`config.mk`:
```
export PLATFORM = sky130hd
export DESIGN_NAME = optimal_merge_cost
export DESIGN_NICKNAME = d
export VERILOG_FILES = /design/src/hw/rtl/omc_pkg.sv /design/src/hw/rtl/omc_datapath.sv /design/src/hw/rtl/omc_ctrl.sv /design/src/hw/rtl/optimal_merge_cost.sv
export VERILOG_INCLUDE_DIRS = /design/src /design/src/hw/rtl
export SDC_FILE = /design/constraint.sdc
export NUM_CORES = 1
export LEC_CHECK = 0
export ABC_AREA = 1
export BUFFER_PORTS_ARGS = -buffer_cell sky130_fd_sc_hd__buf_2
export CORE_UTILIZATION = 50
export CTS_BUF_LIST = sky130_fd_sc_hd__clkbuf_4 sky130_fd_sc_hd__clkbuf_8 sky130_fd_sc_hd__clkbuf_16
export CTS_CLUSTER_DIAMETER = 50
export DETAILED_ROUTE_END_ITERATION = 16
export HOLD_SLACK_MARGIN = 0.06
export PLACE_DENSITY = 0.76
export SLEW_MARGIN = 0
export SYNTH_ARGS = -nofsm -noshare
export SYNTH_HDL_FRONTEND = slang
export SYNTH_SLANG_ARGS = --single-unit
```
`constraint.sdc`:
```
create_clock -name clock -period 7.04 [get_ports clock]
set_input_delay 1.056 -clock clock [delete_from_list [all_inputs] [get_ports clock]]
set_output_delay 1.056 -clock clock [all_outputs]
set_load 0.03 [all_outputs]
```
`src/hw/rtl/optimal_merge_cost_defines.svh`:
```
// assertion macros shared by the rtl files
`ifndef OPTIMAL_MERGE_COST_DEFINES_SVH
`define OPTIMAL_MERGE_COST_DEFINES_SVH

`ifndef ASSERT_OFF
// property must hold at every rising clock edge outside reset
`define OMC_ASSERT(lbl, prop) \
   lbl: assert property (@(posedge clock) disable iff (reset) (prop)) \
      else $error("assertion failed");
// condition must never be seen outside reset
`define OMC_NEVER(lbl, cond) \
   lbl: assert property (@(posedge clock) disable iff (reset) !(cond)) \
      else $error("forbidden condition seen");
`else
`define OMC_ASSERT(lbl, prop)
`define OMC_NEVER(lbl, cond)
`endif

`endif

```
`src/hw/rtl/omc_pkg.sv`:
```
package omc_pkg;

   // field widths
   localparam int LEN_W   = 16;
   localparam int STORE_W = 20;
   localparam int COST_W  = 24;

   // default capacity of the piece store
   localparam int MAX_PIECES_DEF = 16;

   // controller to datapath
   typedef struct packed {
      logic load;     // request accepted this cycle
      logic scan_en;  // walk the store looking for the two minima
      logic write_a;  // store the merge sum over the smallest entry
      logic write_b;  // move the last entry, or the merge sum if it sat there, into the second slot
      logic finish;   // load the result register and clear the set
   } omc_cmd_type;

   // datapath to controller
   typedef struct packed {
      logic count_nonzero; // at least one piece already stored
      logic scan_done;     // final entry of the scan compared this cycle
      logic n_gt2;         // more than one value left after this merge
      logic rsp_free;      // result register can take a new result
   } omc_status_type;

endpackage

```
`src/hw/rtl/omc_datapath.sv`:
```
`include "optimal_merge_cost_defines.svh"

module omc_datapath #(
   parameter int MAX_PIECES = omc_pkg::MAX_PIECES_DEF
) (
   input  logic                        clock,
   input  logic                        reset,
   input  omc_pkg::omc_cmd_type        cmd,
   output omc_pkg::omc_status_type     status,
   input  logic [omc_pkg::LEN_W-1:0]   req_piece_length,
   input  logic                        req_last_piece,
   output logic                        rsp_valid,
   input  logic                        rsp_stall,
   output logic [omc_pkg::COST_W-1:0]  rsp_total_cost,
   output logic                        rsp_dropped_pieces
);
   import omc_pkg::*;

   localparam int CNT_W = $clog2(MAX_PIECES + 1);
   localparam int IDX_W = $clog2(MAX_PIECES);

   // piece store
   logic [STORE_W-1:0] mem [MAX_PIECES];

   logic [CNT_W-1:0]   count_ff, count_in;
   logic [CNT_W-1:0]   n_ff, n_in;
   logic               ovf_ff, ovf_in;
   logic [COST_W-1:0]  cost_ff, cost_in;
   logic [CNT_W-1:0]   scan_addr_ff, scan_addr_in;
   logic               rd_valid_ff;
   logic [IDX_W-1:0]   rd_idx_ff;
   logic [STORE_W-1:0] rd_data_ff;
   logic [IDX_W-1:0]   a_idx_ff, a_idx_in, b_idx_ff, b_idx_in;
   logic [STORE_W-1:0] a_val_ff, a_val_in, b_val_ff, b_val_in;
   logic [STORE_W-1:0] last_val_ff, last_val_in;
   logic [STORE_W-1:0] sum_ff;
   logic               rsp_valid_ff, rsp_valid_in;
   logic [COST_W-1:0]  rsp_cost_ff;
   logic               rsp_drop_ff;

   logic               room;
   logic               issue;
   logic [IDX_W-1:0]   n_last;
   logic [STORE_W:0]   sum_wide;
   logic [STORE_W-1:0] sum_sat;
   logic [COST_W:0]    cost_wide;
   logic [COST_W-1:0]  cost_sat;
   logic               wr_en;
   logic [IDX_W-1:0]   wr_addr;
   logic [STORE_W-1:0] wr_data;

   assign room   = count_ff < CNT_W'(MAX_PIECES);
   assign issue  = cmd.scan_en && (scan_addr_ff < n_ff);
   assign n_last = IDX_W'(n_ff - 1'b1);

   // saturating merge sum and cost
   assign sum_wide  = {1'b0, a_val_ff} + {1'b0, b_val_ff};
   assign sum_sat   = sum_wide[STORE_W] ? {STORE_W{1'b1}} : sum_wide[STORE_W-1:0];
   assign cost_wide = {1'b0, cost_ff} + (COST_W + 1)'(sum_sat);
   assign cost_sat  = cost_wide[COST_W] ? {COST_W{1'b1}} : cost_wide[COST_W-1:0];

   // store write port
   always_comb begin
      wr_en   = 1'b0;
      wr_addr = a_idx_ff;
      wr_data = sum_sat;
      if (cmd.load && room) begin
         wr_en   = 1'b1;
         wr_addr = count_ff[IDX_W-1:0];
         wr_data = STORE_W'(req_piece_length);
      end else if (cmd.write_a) begin
         wr_en   = 1'b1;
      end else if (cmd.write_b) begin
         wr_en   = 1'b1;
         wr_addr = b_idx_ff;
         wr_data = (a_idx_ff == n_last) ? sum_ff : last_val_ff;
      end
   end

   always_ff @(posedge clock) begin
      if (wr_en) begin
         mem[wr_addr] <= wr_data;
      end
      rd_data_ff <= mem[scan_addr_ff[IDX_W-1:0]];
   end

   // set bookkeeping, scan and result
   always_comb begin
      count_in     = count_ff;
      n_in         = n_ff;
      ovf_in       = ovf_ff;
      cost_in      = cost_ff;
      scan_addr_in = scan_addr_ff;
      a_idx_in     = a_idx_ff;
      a_val_in     = a_val_ff;
      b_idx_in     = b_idx_ff;
      b_val_in     = b_val_ff;
      last_val_in  = last_val_ff;
      rsp_valid_in = rsp_valid_ff && rsp_stall;

      // accept a piece
      if (cmd.load) begin
         scan_addr_in = '0;
         if (room) begin
            count_in = count_ff + 1'b1;
         end else begin
            ovf_in = 1'b1;
         end
         if (req_last_piece) begin
            n_in = room ? count_ff + 1'b1 : count_ff;
         end
      end

      // read address walk
      if (issue) begin
         scan_addr_in = scan_addr_ff + 1'b1;
      end

      // running two-smallest search, strict compares keep the earlier index
      if (rd_valid_ff) begin
         if (rd_idx_ff == '0) begin
            a_idx_in = rd_idx_ff;
            a_val_in = rd_data_ff;
         end else if (rd_data_ff < a_val_ff) begin
            b_idx_in = a_idx_ff;
            b_val_in = a_val_ff;
            a_idx_in = rd_idx_ff;
            a_val_in = rd_data_ff;
         end else if ((rd_idx_ff == IDX_W'(1)) || (rd_data_ff < b_val_ff)) begin
            b_idx_in = rd_idx_ff;
            b_val_in = rd_data_ff;
         end
         if (rd_idx_ff == n_last) begin
            last_val_in = rd_data_ff;
         end
      end

      // merge step
      if (cmd.write_a) begin
         cost_in = cost_sat;
      end
      if (cmd.write_b) begin
         n_in         = n_ff - 1'b1;
         scan_addr_in = '0;
      end

      // hand over the result and clear the set
      if (cmd.finish) begin
         rsp_valid_in = 1'b1;
         count_in     = '0;
         ovf_in       = 1'b0;
         cost_in      = '0;
      end
   end

   always_ff @(posedge clock) begin
      if (reset) begin
         count_ff     <= '0;
         ovf_ff       <= 1'b0;
         cost_ff      <= '0;
         rd_valid_ff  <= 1'b0;
         rsp_valid_ff <= 1'b0;
      end else begin
         count_ff     <= count_in;
         ovf_ff       <= ovf_in;
         cost_ff      <= cost_in;
         rd_valid_ff  <= issue;
         rsp_valid_ff <= rsp_valid_in;
      end
      n_ff         <= n_in;
      scan_addr_ff <= scan_addr_in;
      rd_idx_ff    <= scan_addr_ff[IDX_W-1:0];
      a_idx_ff     <= a_idx_in;
      a_val_ff     <= a_val_in;
      b_idx_ff     <= b_idx_in;
      b_val_ff     <= b_val_in;
      last_val_ff  <= last_val_in;
      if (cmd.write_a) begin
         sum_ff <= sum_sat;
      end
      if (cmd.finish) begin
         rsp_cost_ff <= cost_ff;
         rsp_drop_ff <= ovf_ff;
      end
   end

   // status back to the controller
   assign status.count_nonzero = count_ff != '0;
   assign status.scan_done     = rd_valid_ff && (rd_idx_ff == n_last);
   assign status.n_gt2         = n_ff > CNT_W'(2);
   assign status.rsp_free      = !rsp_valid_ff || !rsp_stall;

   assign rsp_valid          = rsp_valid_ff;
   assign rsp_total_cost     = rsp_cost_ff;
   assign rsp_dropped_pieces = rsp_drop_ff;

   // checks
   `OMC_NEVER(a_count_range, count_ff > CNT_W'(MAX_PIECES))
   `OMC_ASSERT(a_pair_distinct, cmd.write_a |-> (a_idx_ff != b_idx_ff))
   `OMC_ASSERT(a_merge_shrinks, cmd.write_b |=> (n_ff == $past(n_ff) - 1'b1))
endmodule

```
`src/hw/rtl/omc_ctrl.sv`:
```
`include "optimal_merge_cost_defines.svh"

module omc_ctrl (
   input  logic                     clock,
   input  logic                     reset,
   input  logic                     req_valid,
   input  logic                     req_last_piece,
   output logic                     req_stall,
   output omc_pkg::omc_cmd_type     cmd,
   input  omc_pkg::omc_status_type  status
);
   import omc_pkg::*;

   typedef enum logic [2:0] {
      ST_LOAD,
      ST_SCAN,
      ST_WRITE_A,
      ST_WRITE_B,
      ST_RESULT
   } state_type;

   state_type state_ff, state_in;
   logic      accept;

   assign req_stall = state_ff != ST_LOAD;
   assign accept    = req_valid && !req_stall;

   // commands
   assign cmd.load    = accept;
   assign cmd.scan_en = state_ff == ST_SCAN;
   assign cmd.write_a = state_ff == ST_WRITE_A;
   assign cmd.write_b = state_ff == ST_WRITE_B;
   assign cmd.finish  = (state_ff == ST_RESULT) && status.rsp_free;

   // next state
   always_comb begin
      state_in = state_ff;
      case (state_ff)
         ST_LOAD: begin
            if (accept && req_last_piece) begin
               state_in = status.count_nonzero ? ST_SCAN : ST_RESULT;
            end
         end
         ST_SCAN: begin
            if (status.scan_done) begin
               state_in = ST_WRITE_A;
            end
         end
         ST_WRITE_A: begin
            state_in = ST_WRITE_B;
         end
         ST_WRITE_B: begin
            state_in = status.n_gt2 ? ST_SCAN : ST_RESULT;
         end
         ST_RESULT: begin
            if (status.rsp_free) begin
               state_in = ST_LOAD;
            end
         end
         default: begin
            state_in = ST_LOAD;
         end
      endcase
   end

   always_ff @(posedge clock) begin
      if (reset) begin
         state_ff <= ST_LOAD;
      end else begin
         state_ff <= state_in;
      end
   end

   // checks
   `OMC_ASSERT(a_write_pair, (state_ff == ST_WRITE_A) |=> (state_ff == ST_WRITE_B))
   `OMC_ASSERT(a_done_in_scan, status.scan_done |-> (state_ff == ST_SCAN))
   `OMC_NEVER(a_load_in_merge, cmd.load && (cmd.write_a || cmd.write_b || cmd.scan_en))
endmodule

```
`src/hw/rtl/optimal_merge_cost.sv`:
```
// channel     direction  handshake               payload
// req         in         req_valid / req_stall   req_piece_length, req_last_piece
// rsp         out        rsp_valid / rsp_stall   rsp_total_cost, rsp_dropped_pieces
//
// pieces load one per cycle while req_stall is low; each merge scans the store
// for the two smallest values, then writes back in two steps, write a and write b,
// and a final result step registers the total cost
// requests are stalled from the final piece until its result is registered
// rsp_stall holds the result register; the next set loads while it waits
// synchronous active-high reset; the store needs no clearing
module optimal_merge_cost #(
   parameter int MAX_PIECES = omc_pkg::MAX_PIECES_DEF
) (
   input  logic                        clock,
   input  logic                        reset,
   input  logic                        req_valid,
   output logic                        req_stall,
   input  logic [omc_pkg::LEN_W-1:0]   req_piece_length,
   input  logic                        req_last_piece,
   output logic                        rsp_valid,
   input  logic                        rsp_stall,
   output logic [omc_pkg::COST_W-1:0]  rsp_total_cost,
   output logic                        rsp_dropped_pieces
);
   import omc_pkg::*;

   omc_cmd_type    cmd;
   omc_status_type status;

   // sequencer
   omc_ctrl u_ctrl (
      .clock          (clock),
      .reset          (reset),
      .req_valid      (req_valid),
      .req_last_piece (req_last_piece),
      .req_stall      (req_stall),
      .cmd            (cmd),
      .status         (status)
   );

   // store, minimum search and accumulator
   omc_datapath #(
      .MAX_PIECES (MAX_PIECES)
   ) u_datapath (
      .clock              (clock),
      .reset              (reset),
      .cmd                (cmd),
      .status             (status),
      .req_piece_length   (req_piece_length),
      .req_last_piece     (req_last_piece),
      .rsp_valid          (rsp_valid),
      .rsp_stall          (rsp_stall),
      .rsp_total_cost     (rsp_total_cost),
      .rsp_dropped_pieces (rsp_dropped_pieces)
   );
endmodule

```
=== Word-level counts from Yosys, hierarchy flattened ===
Memory sizes are Yosys's and may differ from the RTL's. A register that Yosys moved wholly into a read port is not among the register bits.
Index checks and enable logic that the tools add are counted.

* Flip-flop bits (word level): 162
* Memory bits (writable): 320
* Input port bits: 21
* Output and inout bits: 27
* Word-level logic and storage cells: 103
* Memories: 1

* Add/sub/neg operators: 5
* $lt $le $gt $ge: 5
* Eq/ne operators: 10
* Multiplexer cells: 35
* Bitwise operators: 2
* Reductions and logical operators: 28

{| class="wikitable"
|+ Memory list
! name !! words !! width !! read ports !! clocked after memory_dff !! write ports !! line !! text
|-
| u_datapath.mem || 16 || 20 || 1 || 1 || 1 || omc_datapath.sv:23 || <nowiki>logic [STORE_W-1:0] mem [MAX_PIECES];</nowiki>
|}

{| class="wikitable"
|+ Operators with widths
! cell !! count
|-
| 20-bit two-way mux || 9
|-
| 20-bit less-than comparator || 2
|-
| 5-bit two-way mux || 6
|-
| 4-bit two-way mux || 7
|-
| 24-bit by 20-bit adder with 25-bit output || 1
|-
| 24-bit two-way mux || 1
|-
| 20-bit by 20-bit adder with 21-bit output || 1
|-
| 3-bit two-way mux || 5
|-
| 3-bit case mux with 5 select lines || 1
|-
| 5-bit by 1-bit adder with 5-bit output (second input constant) || 2
|-
| 2-bit nonzero test || 5
|-
| 4-bit equality test || 2
|-
| 2-bit AND reduction || 4
|-
| 1-bit logical AND || 7
|-
| 3-bit by 2-bit equality test with 1-bit output (second input constant) || 2
|-
| 1-bit two-way mux || 6
|-
| 3-bit AND reduction || 2
|-
| 5-bit by 2-bit greater-than comparator with 1-bit output (second input constant) || 1
|-
| 5-bit less-than comparator || 1
|-
| 5-bit less-than comparator (second input constant) || 1
|-
| 5-bit nonzero test || 1
|-
| 5-bit by 1-bit subtractor with 5-bit output (second input constant) || 1
|-
| 4-bit by 1-bit equality test with 1-bit output (second input constant) || 1
|-
| 4-bit logical NOT || 1
|-
| other kinds (10) || 15
|}

=== Depth between registers and ports, before layout ===
Gate-level depths: netlist of run 1.

* Depth after elaboration: 7
* Mapped depth: 26

=== Cells and area by module ===
A second synthesis of run 1 with hierarchy kept.

* Cells, all modules: 2280
* Area total of the unflattened synthesis: 23801.6 sq um

{| class="wikitable"
|+ Modules (own cells, without submodules)
! module !! times used !! cells an instance !! area an instance (sq um)
|-
| omc_datapath || 1 || 2232 || 23548.8
|-
| omc_ctrl || 1 || 48 || 252.7
|}

=== Worst setup path before layout of run 1 ===
OpenSTA, ideal clock, no wires.

* Path type: register to register
* From: register u_datapath.a_val_ff[0]
* To: register u_datapath.cost_ff[0]
* Library setup time: 0.114 ns
* Arrival: 3.231 ns
* Slack: 3.696 ns
* Stages on the path, launching flop included: 22
* Buffers on the path: 2
* Cells stage by stage: edfxtp_1 > ha_1 > fa_1 > nand2_1 > nand3_1 > nand2_1 > inv_1 > nand2_1 > inv_2 > nor2_4 > buf_6 > nand3_1 > ha_1 > nand2_1 > inv_1 > a21oi_1 > o21ai_0 > nand2_1 > nand4_4 > buf_4 > o21bai_1 > inv_1

* Longest elaborated chain between the ends: 4

{| class="wikitable"
|+ Ends and longest elaborated chain
! item !! line !! text
|-
| from (decl) || omc_datapath.sv:34 || <nowiki>logic [STORE_W-1:0] a_val_ff, a_val_in, b_val_ff, b_val_in;</nowiki>
|-
| from (signal assigned) || omc_datapath.sv:174 || <nowiki>a_val_ff <= a_val_in;</nowiki>
|-
| 20-bit by 20-bit adder with 21-bit output || omc_datapath.sv:57 || <nowiki>assign sum_wide = {1'b0, a_val_ff} + {1'b0, b_val_ff};</nowiki>
|-
| 20-bit two-way mux || omc_datapath.sv:58 || <nowiki>assign sum_sat = sum_wide[STORE_W] ? {STORE_W{1'b1}} : sum_wide[STORE_W-1:0];</nowiki>
|-
| named net u_datapath.sum_sat[11] || omc_datapath.sv:45 || <nowiki>logic [STORE_W-1:0] sum_sat;</nowiki>
|-
| 24-bit by 20-bit adder with 25-bit output || omc_datapath.sv:59 || <nowiki>assign cost_wide = {1'b0, cost_ff} + (COST_W + 1)'(sum_sat);</nowiki>
|-
| 24-bit two-way mux || omc_datapath.sv:60 || <nowiki>assign cost_sat = cost_wide[COST_W] ? {COST_W{1'b1}} : cost_wide[COST_W-1:0];</nowiki>
|-
| to (signal assigned) || omc_datapath.sv:166 || <nowiki>cost_ff <= cost_in;</nowiki>
|-
| to (decl) || omc_datapath.sv:28 || <nowiki>logic [COST_W-1:0] cost_ff, cost_in;</nowiki>
|}

The timed path passes the listed nets, and every way through them passes these cells.
A chain may end at the register's enable or synchronous reset.

=== Worst setup path in the final report of run 1 ===
* From: register u_ctrl.state_ff[0]
* To: memory u_datapath.mem[0][14], enable pin

* Longest elaborated chain between the ends: 7
* Elaborated cells between the ends (all ways): 14
* Those cells by class: eq/ne (2); mux (8); reduce/logical (4)

{| class="wikitable"
|+ Ends and longest elaborated chain
! item !! line !! text
|-
| from (decl) || omc_ctrl.sv:22 || <nowiki>state_type state_ff, state_in;</nowiki>
|-
| from (signal assigned) || omc_ctrl.sv:70 || <nowiki>state_ff <= state_in;</nowiki>
|-
| parallel branches: the longest is 7 deep, another holds 3-bit by 2-bit equality test with 1-bit output || -- ||
|-
| to (decl) || omc_datapath.sv:23 ||
|}

Parallel ways; which one is timed is not known.

==> key figures, run 1 <==
Status
  • Run status: finished clean

STA
  • Tightest Pin Transition: 1.23 ns
  • Hold Violations, Final: 0
  • Slew Limit Fails: 0
  • Final Setup Violations: 0
  • Final period demand of the worst path: around 4.3 ns
  • Fmax: between 200 and 250 MHz
  • Fin crit share: about three fifths
  • Slew headroom: 18.1%
  • RSZ-0062 raised after global routing: no
  • Setup TNS: 0 ns
  • Clock Skew: 0.0285 ns

Cells and area
  • Fin cells: approximately 3000
  • Layout cell share with drive strength beyond 1: a little under a tenth
  • Area added between synthesis and finish: 10.9%
  • Antenna Cells: 0
  • Final nets: 2415

Floorplanning
  • DIE AREA: 48100 µm²
  • Std-Cell Rows: 79
  • Die Span X: 219 µm
  • Core Footprint: 46600 µm²
  • Die height: between 200 and 250 µm
  • IO Count: 48
  • Starting Density: 50.7%

Critical path
  • Crit path launch type: flop
  • Crit Path Class: reg2reg
  • CP Data Required Time: between 7 and 8 ns
  • Crit path max fanout: just over 40
  • Crit. End Element: flop
  • Reg2reg setup slack: 2.78 ns
  • CP arrival: roughly 4.5 ns

Clock network
  • Clock latency on the worst-skew pair: about 0.62 ns
  • Clock sinks: 502
  • Longest Clk Path Bufs: 3
  • PostCTS Resize Cnt: 0
  • Root Buffer: clkbuf_16
  • H-tree lvl count: 2
  • CTS clk-pin slew, worst paths: 0.06 ns
  • CTS tree: built
  • Post-CTS Setup Bufs: 0
  • CTS Buf Count: 53
  • CTS Hold Bufs: 0

Global route
  • Overall Global Routing Usage: 25.0%
  • Pin count of the biggest net entering global routing: 98
  • Vias in the first global route: 16200
  • First-pass GRT wire length: 91100 µm
  • Global route overflow: 0
  • Antenna violations before repair: 0

Route
  • DRT Pass-1 Iters: 6
  • Remaining routing DRC violations: 0
  • WL per Instance: slightly above 20 µm
  • WL final: 59700 µm
  • First DRT Iteration DRCs: 1684
  • Vias per cell: ~5.7
  • Vias post-DR: between 15000 and 20000
  • Detail Route Antenna Nets: 0

Logic synthesis
  • Synth Register Bits: 502
  • Yosys warns: 0
  • Main area contributors after synthesis: edfxtp_1, nand2_1, dfxtp_1
  • Yosys top cell area share: between 50% and 60%
  • Combinational family with the most area after synthesis: simple AND/OR/NAND/NOR gates
  • Cell count after synthesis: between 2000 and 2500
  • Seq/Total Area, Yosys: between 60% and 70%
  • Post-Syn Area: ~24000 µm²
  • Area leader, netlist: edfxtp_1
  • Commonest cells in the netlist: nand2_1, edfxtp_1, nor2_1
  • Xor/xnor share of the synthesized area: 1.15%
  • Post-synthesis mux area share: between 2 and 3%
  • Post-synth EDFFs: 438
  • Async SR Flop Fraction: 0%
  • Most frequent cell after synthesis: nand2_1
  • Synth Flop Type: edfxtp_1
  • Syn Area/Cell: 10.4 µm²
  • Syn_nets: 2372
  • Synth cell types: 47
  • Post-synthesis compound-gate area fraction: 9.24%
  • Synth Area in Adders: 4.78%
  • Post-Synth Simple-Gate Area: 15.8%

Power and ir drop
  • P per Cell Area: 394 nW/µm²
  • Switch share: 37.3%
  • Leakage power: between 0.01 and 0.015 µW
  • Cell Int Power: 6470 µW
  • Net switching power: roughly 3900 µW
  • VDD IR-drop max: 0.000233 V
  • Final Total Pwr: 10300 µW
  • Sequential share of power: 42.3%
  • Combinational share of power: 31.4%
  • Power share of the clock group: 26.3%

Placement
  • Port bufs: 47
  • DP Cell Count: 2857
  • Hpwl dp: 40400 µm
  • Final GP Congestion: 0.985

Min path
  • Hold Crit Class: reg2reg

Job
  • Max-cap violations: 0
-- state kept, by name, indices dropped and copies added (netlist names) --
| register | cells |
|---|---|
| u_datapath.rsp_valid | 1 |
| u_datapath.cost_ff | 24 |
| u_datapath.a_val_ff | 20 |
| u_datapath.sum_ff | 20 |
| u_datapath.count_ff | 5 |
| u_datapath.rsp_dropped_pieces | 1 |
| u_datapath.mem | 320 |
| u_datapath.b_idx_ff | 4 |
| u_datapath.rd_valid_ff | 1 |
| u_datapath.ovf_ff | 1 |
| u_datapath.rd_data_ff | 20 |
| u_datapath.n_ff | 5 |
| u_ctrl.state_ff | 3 |
| u_datapath.b_val_ff | 20 |
| u_datapath.scan_addr_ff | 5 |
| u_datapath.rd_idx_ff | 4 |
| u_datapath.last_val_ff | 20 |
| u_datapath.a_idx_ff | 4 |
| u_datapath.rsp_total_cost | 24 |
-- area by class of cell --
| type | count | area, µm² |
|---|---|---|
| clock inverter | 27 | 210 |
| timing repair buffer | 73 | 430 |
| inverter | 235 | 882 |
| fill | 3869 | 20400 |
| sequential | 502 | 14400 |
| multi-input combinational | 1440 | 7960 |
| tap | 607 | 759 |
| clock buffer | 72 | 1500 |
-- logic make-up (layout without fill, tap and decap cells) --
group / Yosys count / after routing
adder cells (fa/ha/maj): 89 / 89
buffers and inverters: 320 / 407
flip-flops: 502 / 502
multiplexers: 60 / 60
AND/OR/NAND/NOR: 905 / 905
AO/OA/AOI/OAI: 355 / 355
XOR/XNOR: 31 / 31
-- cells in the final DEF, fill, tap and decap left out, drive strengths merged, types with 8 or more instances in the layout --
master | synthesis | layout
a21oi | 77 | 77
buf | 33 | 73
clkbuf | 52 | 72
clkinv | 0 | 20
dfxtp | 64 | 64
edfxtp | 438 | 438
ha | 87 | 87
inv | 235 | 239
mux2i | 60 | 60
nand2 | 462 | 462
nand3 | 112 | 112
nand3b | 8 | 8
nand4 | 15 | 15
nor2 | 286 | 286
nor3 | 9 | 9
o211ai | 21 | 21
o21ai | 156 | 156
o21bai | 8 | 8
o221ai | 60 | 60
o32ai | 19 | 19
or2 | 9 | 9
xnor2 | 8 | 8
xor2 | 23 | 23
-- critical path: stages (launching register included) --
cell and delay, ns:
dfxtp_1 0.43, nand3_2 0.49, inv_2 0.76, o21ai_0 0.15
o21ai_0 0.67, nand2_1 0.33, nor2_2 1.00
-- metal layers --
layer / GRT usage, % / up-vias / part of all wire (%)
met5: 0 / - / 0
met4: 8.31 / 0 / 3.1
met3: 4.10 / 121 / 8.0
met2: 41.3 / 697 / 48
met1: 33.4 / 8110 / 41
li1: - / 7950 / -
-- per-stage QoR --
| stage | worst slack [ns] | hold WS (ns) | util, % | cell area [µm²] |
|---|---|---|---|---|
| 2_1_floorplan | 3.70 | 0.367 | - | 23600 |
| 3_3_place_gp | 2.71 | 0.419 | 52.6 | 24500 |
| 3_5_place_dp | 2.60 | 0.432 | 52.6 | 24500 |
| 4_1_cts | 2.89 | 0.446 | 56.2 | 26200 |
| 5_1_grt | 2.48 | 0.467 | 56.2 | 26200 |
| 6_report | 2.78 | 0.444 | 56.2 | 26200 |
-- worst paths after layout --
path / cells after the start / to / startpoint
setup / recovery: 6 / u_datapath.mem[0][14]$_DFFE_PP_ / u_ctrl.state_ff[0]$_SDFFE_PP0P_
hold / removal: 0 / u_datapath.rsp_dropped_pieces$_DFFE_PP_ / u_datapath.ovf_ff$_SDFFE_PP0P_
setup reg to reg: 6 / u_datapath.mem[0][14]$_DFFE_PP_ / u_ctrl.state_ff[0]$_SDFFE_PP0P_
hold reg to reg: 0 / u_datapath.rsp_dropped_pieces$_DFFE_PP_ / u_datapath.ovf_ff$_SDFFE_PP0P_
-- power by group through the flow --
stage	clock network, µW	registers, µW	logic, µW
floorplan	0	4270	2160
global placement	0	4400	3080
detailed placement	0	4420	3180
CTS	2740	4360	3200
global route	2860	4400	3560
finish	2710	4360	3240
Note: power is estimated with default switching activity, not from simulation.
==> inputs of run 2 (changes only) <==
Settings changed: PLACE_DENSITY 0.76 to 0.78.
Clock period 7.04 ns to 3.5 ns, I/O delays scaled along.
==> key figures, run 2 (synthesis results as in run 1) <==
Route
  • WL per Instance: 19.9 µm (was 20.2 µm)
  • Remaining routing DRC violations: 0 (unchanged)
  • First DRT Iteration DRCs: 1947 (was 1684)
  • Detail Route Antenna Nets: 0 (unchanged)
  • WL final: 61300 µm (was 59700 µm)
  • Vias per cell: 5.70 (was 5.71)
  • Vias post-DR: 17600 (was 16900)
  • DRT Pass-1 Iters: 6 (unchanged)

Cells and area
  • Max reg flops: 320 (unchanged)
  • Reg with most FFs: u_datapath.mem (unchanged)
  • Layout cell share with drive strength beyond 1: 18.6% (was 9.20%)
  • Finished Cell Area: 28100 µm² (was 26200 µm²)
  • Commonest non-fill, non-tap cell in the layout: edfxtp_1 (was nand2_1)
  • Commonest non-fill, non-tap cells in the layout: edfxtp_1, nand2_1, nor2_1 (was nand2_1, edfxtp_1, nor2_1)
  • Final nets: 2546 (was 2415)
  • Area added between synthesis and finish: 19.2% (was 10.9%)

Floorplanning
  • Core Footprint: 46600 µm² (unchanged)
  • Starting Density: 50.7% (unchanged)
  • Die Span X: 219 µm (unchanged)
  • Die height: 219 µm (unchanged)
  • DIE AREA: 48100 µm² (unchanged)
  • Std-Cell Rows: 79 (unchanged)
  • IO Count: 48 (unchanged)

STA
  • Hold WS: 0.161 ns (was 0.444 ns)
  • Slew Limit Fails: 0 (unchanged)
  • Hold Violations, Final: 0 (unchanged)
  • Fmax: 295 MHz (was 235 MHz)
  • Fin crit share: 96.9% (was 60.5%)
  • Final period demand of the worst path: 3.39 ns (was 4.26 ns)
  • Clock Skew: 0.0381 ns (was 0.0285 ns)
  • Slew headroom: 22.3% (was 18.1%)
  • RSZ-0062 raised after global routing: yes (was no)
  • Final Setup Violations: 0 (unchanged)
  • Tightest Pin Transition: 1.16 ns (was 1.23 ns)

Clock network
  • Clock sinks: 502 (unchanged)
  • Longest Clk Path Bufs: 3 (unchanged)
  • CTS Hold Bufs: 0 (unchanged)
  • Root Buffer: clkbuf_16 (unchanged)
  • Clock latency on the worst-skew pair: 0.63 ns (was 0.62 ns)
  • CTS clk-pin slew, worst paths: 0.06 ns (about the same)
  • CTS Buf Count: 54 (was 53)
  • H-tree lvl count: 2 (unchanged)
  • CTS tree: built (unchanged)

Power and ir drop
  • P per Cell Area: 773 nW/µm² (was 394 nW/µm²)
  • Leakage power: 0.0111 µW (was 0.0103 µW)
  • VDD IR-drop max: 0.000623 V (was 0.000233 V)

Critical path
  • Crit. End Element: flop (unchanged)
  • Crit path max fanout: 6 (was 41)
  • Crit path launch type: flop (unchanged)
  • Worst Path Buf+Inv: 6 (was 1)
  • Cell mode on critical path: nand2_1 (was o21ai_0)
  • CP Data Required Time: 3.99 ns (was 7.25 ns)
  • Crit Path Class: reg2reg (unchanged)
  • Crit path largest cell delay: 0.47 ns (was 1.00 ns)
  • CP arrival: 3.88 ns (was 4.47 ns)
  • CP top delay family: simple AND/OR/NAND/NOR gates (unchanged)
  • CP Cell Sequence: ha_4, nand2_2, inv_1, nand2_1, nand2_1, a21oi_2, nand2_1, nor2_4, buf_6, nand2_4, ha_4, inv_2, fa_2, inv_2, nand3_1, nand2_2, nand2_1, nand2_2, nand3_2, nand4_4, buf_12, buf_12, nor2_1, nor2_1 (was nand3_2, inv_2, o21ai_0, o21ai_0, nand2_1, nor2_2)
  • CP max stage cell: edfxtp_1 (was nor2_2)

Global route
  • Global route overflow: 0 (unchanged)
  • First-pass GRT wire length: 93700 µm (was 91100 µm)
  • Pin count of the biggest net entering global routing: 167 (was 98)
  • Overall Global Routing Usage: 25.4% (was 25.0%)
  • Antenna violations before repair: 1 (was 0)
  • Vias in the first global route: 17300 (was 16200)

Placement
  • Port bufs: 47 (unchanged)
  • Hpwl dp: 41000 µm (was 40400 µm)
  • Final GP Congestion: 0.992 (was 0.985)
  • Placed inst area: 25500 µm² (was 24500 µm²)

Job
  • Max-cap violations: 0 (unchanged)

Status
  • Run status: finished clean (unchanged)

Min path
  • Hold Crit Class: in2reg (was reg2reg)
[run 2: changes by cell type in the layout (fill, tap and decap cells not counted), sizes merged, moves of 3 or more]
cell / previous run / this run
bufinv: 1 / 4
buf: 73 / 202
clkinv: 20 / 24
inv: 239 / 242
clkbuf: 72 / 61
[run 2: timing repair]
action / 4_1_cts / 5_1_grt
pin swaps: 4 / 26
setup endpoints to repair: 24 / 40
gates cloned: 1 / 0
buffers inserted: 5 / 7
gates resized for setup: 31 / 114
[run 2: metal layers]
metal,part of all wire [%],global-route usage [%],vias to the layer above
li1,-,-,8206
met1,39,31.6,8483
met2,50,43.9,740
met3,6.8,3.77,165
met4,3.7,10.5,0
met5,0,0,-
[run 2: path summary, 6_finish.rpt]
path	to	slack (ns)	start	cells after the start
setup / recovery	u_datapath.cost_ff[9]$_SDFFE_PP0P_	0.11	u_datapath.b_val_ff[14]$_DFFE_PP_	24
hold / removal	u_ctrl.state_ff[2]$_SDFFE_PP0P_	0.16	reset	2
setup reg to reg	u_datapath.cost_ff[9]$_SDFFE_PP0P_	0.11	u_datapath.b_val_ff[14]$_DFFE_PP_	24
hold reg to reg	u_datapath.rsp_dropped_pieces$_DFFE_PP_	0.44	u_datapath.ovf_ff$_SDFFE_PP0P_	0
[run 2: where the power goes]
| part | switching, µW | internal, µW | leakage (µW) |
|---|---|---|---|
| clock network | 2430 | 3220 | 0.000874 |
| registers | 613 | 8090 | 0.00448 |
| logic | 4920 | 2470 | 0.00574 |
| total | 7970 | 13800 | 0.0111 |
[run 2: cell type report]
class / count / area (µm²)
antenna: 1 / 2.50
clock buffer: 61 / 1400
clock inverter: 37 / 369
fill: 3561 / 18400
inverter: 235 / 882
multi-input combinational: 1440 / 8700
sequential: 502 / 14400
tap: 607 / 759
timing repair buffer: 203 / 1580
[run 2: metrics by stage]
step | TNS (ns) | setup slack, ns | std cells | total power [µW] | util, %
after floorplan | 0 | 0.156 | 2262 | 12900 | -
after global placement | -1.72 | -0.139 | 2974 | 15300 | 54.7
after detailed placement | -2.85 | -0.169 | 2974 | 15600 | 54.7
after CTS | -0.0000142 | -0.0000142 | 3078 | 21400 | 59.0
after global routing | -0.735 | -0.0737 | 3085 | 22800 | 60.4
final | 0 | 0.107 | 3086 | 21700 | 60.4
